--- config.mk ---
export PLATFORM = sky130hd
export DESIGN_NAME = gapc_ram
export DESIGN_NICKNAME = d
export VERILOG_FILES = /design/src/rtl/assert_macros.svh /design/src/rtl/gapc_ram.sv
export SDC_FILE = /design/constraint.sdc
export NUM_CORES = 1
export LEC_CHECK = 0
export BUFFER_PORTS_ARGS = -buffer_cell sky130_fd_sc_hd__buf_2
export CAP_MARGIN = 10
export CORE_MARGIN = 3
export CORE_UTILIZATION = 30
export CTS_BUF_LIST = sky130_fd_sc_hd__clkbuf_8 sky130_fd_sc_hd__clkbuf_16
export DETAILED_ROUTE_END_ITERATION = 8
export HOLD_SLACK_MARGIN = 0.02
export SLEW_MARGIN = 30
export SYNTH_ARGS = -nofsm -noshare
export SYNTH_HDL_FRONTEND = slang
export SYNTH_SLANG_ARGS = --single-unit
export TNS_END_PERCENT = 1
--- constraint.sdc ---
create_clock -name clk -period 2.31 [get_ports clk]
set_input_delay 0.462 -clock clk [delete_from_list [all_inputs] [get_ports clk]]
set_output_delay 0.462 -clock clk [all_outputs]
set_load 0.005 [all_outputs]
--- src/rtl/assert_macros.svh ---
// assertion macros for the grid path counter
// no dependencies; included by files that carry concurrent checks
`ifndef ASSERT_MACROS_SVH
`define ASSERT_MACROS_SVH

// check under reset: disabled while rst is low
`define GAPC_ASSERT(lbl, clk, rst, prop, msg) \
    lbl: assert property (@(posedge clk) disable iff (!rst) prop) else $error(msg);

// check that also holds during reset
`define GAPC_ASSERT_ALWAYS(lbl, clk, prop, msg) \
    lbl: assert property (@(posedge clk) prop) else $error(msg);

`endif

--- src/rtl/gapc_ram.sv ---
// generic single-write, single-read ram with registered read data
// no dependencies
`default_nettype none

module gapc_ram #(
    parameter  int WIDTH = 8,
    parameter  int DEPTH = 16,
    localparam int AW    = (DEPTH > 1) ? $clog2(DEPTH) : 1
) (
    input  wire logic             clk,
    input  wire logic             we,
    input  wire logic [AW-1:0]    waddr,
    input  wire logic [WIDTH-1:0] wdata,
    input  wire logic [AW-1:0]    raddr,
    output logic      [WIDTH-1:0] rdata
);

    logic [WIDTH-1:0] mem_reg [DEPTH];
    logic [WIDTH-1:0] rdata_reg;

    always_ff @(posedge clk)
    begin
        if (we)
        begin
            mem_reg[waddr] <= wdata;
        end
        rdata_reg <= mem_reg[raddr];
    end

    assign rdata = rdata_reg;

endmodule

`default_nettype wire
==> flow_summary.ini, run 1 <==
[sta]
fin_ws_ns = 0.789
hold_viol = 0
finalMaxSlewViolations = 0
setup_viol = 0
final.min_clock_period_ns = 1.52
max_freq_mhz = 657
max-slew-margin-rel_pct = 72.2
worst_slew_pin_slew_ns = 0.416
rsz0062_at_grt = false
finalClockSkew_ns = 0.00568
fin_tns_setup_ns = 0
timing.final.crit_share_pct = 65.9

[place]
io_buffers = 25
dp_slack_ns = 0.351
dp_hpwl_um = 6500
placed_area_mm2 = 0.00564
globalplace.congestion = 0.750

[die]
fp.coreArea_mm2 = 0.0167
die_y_um = 137
rows = 47
die_x_um = 137
die_area_mm2 = 0.0188
pin_count = 26
initial_core_util_pct = 30.8

[power_and_ir_drop]
p_int_mw = 4.68
peakVddDrop_v = 0.000520
switching_share_pct = 19.7
seqPwrFrac_pct = 47.6
powerDensity_mw_per_mm2 = 930
switching_power_mw = 1.15
clkPwrFrac_pct = 48.1
p_comb_share_pct = 4.3
p_leak_nw = 2.12

[critical_path]
path_class = in2reg
cpPeakStageDelay_ns = 0.58
cp.required_ns = 2.60
cp_slowest_cell = mux4_1
critPathMaxFanout = 32
ff2ff_path_depth = 3
cp-end-kind = register
worstPathCellList = buf_2, buf_12, mux4_1, a22oi_1, nand2_1
arrival_ns = 1.81
reg2reg_slack_ns = 0.94
cp-start-kind = input pin

[logic_synthesis]
yosysUniqueCellTypes = 19
synth-edff-count = 128
synth_commonest_cells = edfxtp_1 (128), mux4_2 (18), a22oi_1 (16)
syn_inst = 229
synth_nets = 247
synth_top_area_share_pct = 74.7
ys.warnings.count = 0
syn_avg_cell_area_um2 = 22.5
ys_seq_elements = 136
synth_area_leader_cell = edfxtp_1
syn_area_mm2 = 0.00515
synthArstFlopShare_pct = 0
synth-seq-area-share_pct = 77.8
yosysMostFrequentCell = edfxtp_1
synth.area.top_cells = edfxtp_1 (75%), mux4_2 (7.9%), mux4_1 (7.1%)
ys.flop_type = edfxtp_1

[flow_run]
maxCapViolCount = 0

[detailed_routing]
wire_per_inst_um = 18.9
finalWirelength_um = 9750
drtIter0Drc = 197
drc = 0
via_count = 2390
drt-pass1-iter-count = 4
ant_nets = 0
viasPerCell = 4.63

[clocking]
clk_path_buf_depth = 2
clock_sinks = 136
cts_tree = done
clk_latency_ns = 0.41
cts_root_buf = clkbuf_16
h-tree-depth = 4
cts.clk_slew.worst_paths_ns = 0.06
hold_buffers = 0
cts_inserted_buffers = 17
cts_resized = 0
post_cts_buffers = 0

[global_routing]
first_global_vias = 2548
grt_pass1_wl_um = 15200
grt_usage_pct = 11.5
antenna_found_initial = 0
grt_max_degree = 33
grt_overflow_total = 0

[layout]
syn2layout_area_growth_pct = 21.7
fillCellCount = 1519
drive_above_1_share_pct = 31.8
antenna_cells = 0
largest_register_ffs = 128
fin_area_mm2 = 0.00627
nets = 301

[hold_path]
hp-class = in2reg
min_path_cells = 1

[status]
status = completed
## power by group through the flow
stage          Clock, mW  Combinational, mW  Sequential [mW]
2_1_floorplan          0              0.140             2.82
3_3_place_gp           0              0.252             2.83
3_5_place_dp           0              0.258             2.83
4_1_cts             2.86              0.258             2.78
5_1_grt             2.98              0.277             2.78
6_report            2.80              0.251             2.78
## cells in the final DEF, fill, tap and decap left out, types with 6 or more instances in the layout
cell type  count
mux4_1        14
buf_4         18
dfxtp_1        8
edfxtp_1     128
clkbuf_16     17
mux4_2        18
clkinv_4       6
buf_2         25
nor2_1        13
nand2_1        9
a22oi_1       16
## area by class of cell
class,instances,area [um^2],share of cell area (%)
clock buffer,17,425,6.79
sequential,136,4000,63.9
timing repair buffer,45,300,4.79
clock inverter,15,204,3.25
multi-input combinational,83,1060,16.9
tap,220,275,4.39
## per-layer routing
layer | track usage [%] | part of all wire [%] | vias to the layer above
met2 | 18.1 | 50 | 67
met5 | 0 | 0 | -
met1 | 14.8 | 44 | 1229
li1 | - | - | 1081
met3 | 3.60 | 5.0 | 13
met4 | 4.66 | 1.4 | 0
## worst paths after layout
| check | start | to |
|---|---|---|
| worst max-delay path | raddr[0] | rdata[2] |
| worst min-delay path | wdata[4] | mem_reg[5][4] |
| worst max register to register | mem_reg[0][2] | rdata[2] |
| worst min register to register | mem_reg[14][3] | rdata[3] |
## critical path, delay by kind of cell
family / cells / cell delay (ns)
multiplexers: 1 / 0.58
buffers and inverters: 2 / 0.35
AO/OA/AOI/OAI: 1 / 0.30
AND/OR/NAND/NOR: 1 / 0.10
## stage by stage
stage	hold WS [ns]	cells	total power [mW]	util, %
detailed placement	0.674	484	3.09	33.8
finish	0.434	516	5.83	37.5
global route	0.439	516	6.04	37.5
global placement	0.654	484	3.08	33.8
CTS	0.419	516	5.90	37.5
floorplan	0.561	229	2.96	-
## kinds of logic (layout without fill, tap and decap cells)
logic type	count (synthesis)	count (layout)	share of synthesized area (%)
and+or+nand+nor	35	35	3.18
buffers and inverters	10	77	1.68
AOI/OAI and AO/OA	16	16	2.33
muxes	32	32	15.0
DFF	136	136	77.8
Power figures use the tool's default switching activity.
==> run 2, diff against run 1 <==
==> constraint.sdc (replaced) <==
create_clock -name clk -period 1.5 [get_ports clk]
set_input_delay 0.3 -clock clk [delete_from_list [all_inputs] [get_ports clk]]
set_output_delay 0.3 -clock clk [all_outputs]
set_load 0.005 [all_outputs]
==> flow_summary.ini, run 2 (synthesis results as in run 1) <==
[layout]
drive_above_1_share_pct = 35.2
largest_register_ffs = 128
nets = 323
regArea_mm2 = 0.00400
final_cell_mix = edfxtp_1 (128), buf_4 (39), buf_2 (25), mux4_2 (18), clkbuf_16 (17)
layout_commonest_cell = edfxtp_1
syn2layout_area_growth_pct = 24.1
fillCellCount = 1529
multi_input_area_mm2 = 0.00106
antenna_cells = 0

[die]
die_y_um = 137
pin_count = 26
die_x_um = 137
die_area_mm2 = 0.0188
rows = 47
initial_core_util_pct = 30.8
fp.coreArea_mm2 = 0.0167

[hold_path]
hp-class = in2reg

[clocking]
cts_resized = 0
clk_latency_ns = 0.40
hold_buffers = 0
cts_tree = done
post_cts_buffers = 0
cts_inserted_buffers = 17
cts_root_buf = clkbuf_16
clock_sinks = 136
clk_path_buf_depth = 2
h-tree-depth = 4
cts.clk_slew.worst_paths_ns = 0.05

[detailed_routing]
ant_nets = 0
viasPerCell = 4.75
finalWirelength_um = 11000
drt-pass1-iter-count = 4
wire_per_inst_um = 20.5
drtIter0Drc = 270
via_count = 2553
drc = 0

[sta]
final.min_clock_period_ns = 1.33
setup_viol = 0
max_freq_mhz = 750
worst_slew_pin_slew_ns = 0.925
finalMaxSlewViolations = 0
timing.final.crit_share_pct = 88.8
max-slew-margin-rel_pct = 38.2
fin_ws_ns = 0.167
whs_ns = 0.273
finalClockSkew_ns = 0.00690
hold_viol = 0
rsz0062_at_grt = false

[power_and_ir_drop]
p_leak_nw = 2.22
peakVddDrop_v = 0.000772
powerDensity_mw_per_mm2 = 1360

[critical_path]
ff2ff_path_depth = 4
reg2reg_slack_ns = 0.17
arrival_ns = 1.62
path_delay_family = multiplexers
path_class = reg2reg
critPathMaxFanout = 1
cpPeakStageDelay_ns = 0.48
timing.rr.start = mem_reg[6][7]
cp.required_ns = 1.78
cp-start-kind = register
cp-end-kind = register
cp.depth = 4
worstPathCellList = mux4_2, a22oi_1, buf_4, nand2_1
cp.buffers_inverters = 1
cp_slowest_cell = mux4_2
endpoint = rdata[7]
rr_endpoint = rdata[7]
cp-startpoint = mem_reg[6][7]

[place]
globalplace.congestion = 0.742
dp_slack_ns = -0.234
io_buffers = 25
dp_hpwl_um = 7230

[global_routing]
grt_max_degree = 25
grt_usage_pct = 12.6
first_global_vias = 2647
grt_overflow_total = 0
antenna_found_initial = 0
grt_pass1_wl_um = 16500

[status]
status = completed

[flow_run]
maxCapViolCount = 0
run 2: layer usage:
layer,vias up,global-route usage (%),part of all wire (%),routed length [um]
li1,1129,-,-,-
met1,1325,17.8,44,4830
met2,90,18.5,48,5320
met3,9,3.71,7.0,770
met4,0,4.49,0.96,106
met5,-,0,0,0
run 2: layout make-up:
cell class              instances  share of cell area, %
multi-input cells              83                   16.6
well taps                     220                   4.31
flip-flops and latches        136                   62.7
repair buffers                 67                   7.48
clock buffers                  17                   6.66
clock inverters                15                   2.27
run 2: metrics by stage:
step	instance area, um^2	utilization, %	std cells	setup TNS (ns)	power, mW
final	6390	38.3	538	0	8.69
after global routing	6390	38.3	538	0	8.97
after CTS	6390	38.3	538	0	8.77
after detailed placement	5820	34.8	506	-4.16	4.80
after global placement	5820	34.8	506	-3.63	4.78
after floorplan	5150	-	229	-1.98	4.56
run 2: where the power goes:
| part | internal, mW | total (mW) | switching (mW) |
|---|---|---|---|
| Sequential | 4.25 | 4.27 | 0.0240 |
| Combinational | 0.204 | 0.435 | 0.231 |
| Clock | 2.56 | 3.98 | 1.43 |
| Total | 7.01 | 8.69 | 1.68 |
run 2: how the worst min path moves through the flow:
stage                         startpoint             to  slack, ns  cells past startpoint
after floorplan                 wdata[0]  mem_reg[0][0]       0.40                      0
after global placement    mem_reg[11][1]       rdata[1]       0.65                      3
after detailed placement  mem_reg[14][5]       rdata[5]       0.66                      3
after CTS                       wdata[4]  mem_reg[3][4]       0.27                      1
after global routing            wdata[6]  mem_reg[6][6]       0.28                      1
final                           wdata[4]  mem_reg[2][4]       0.27                      1
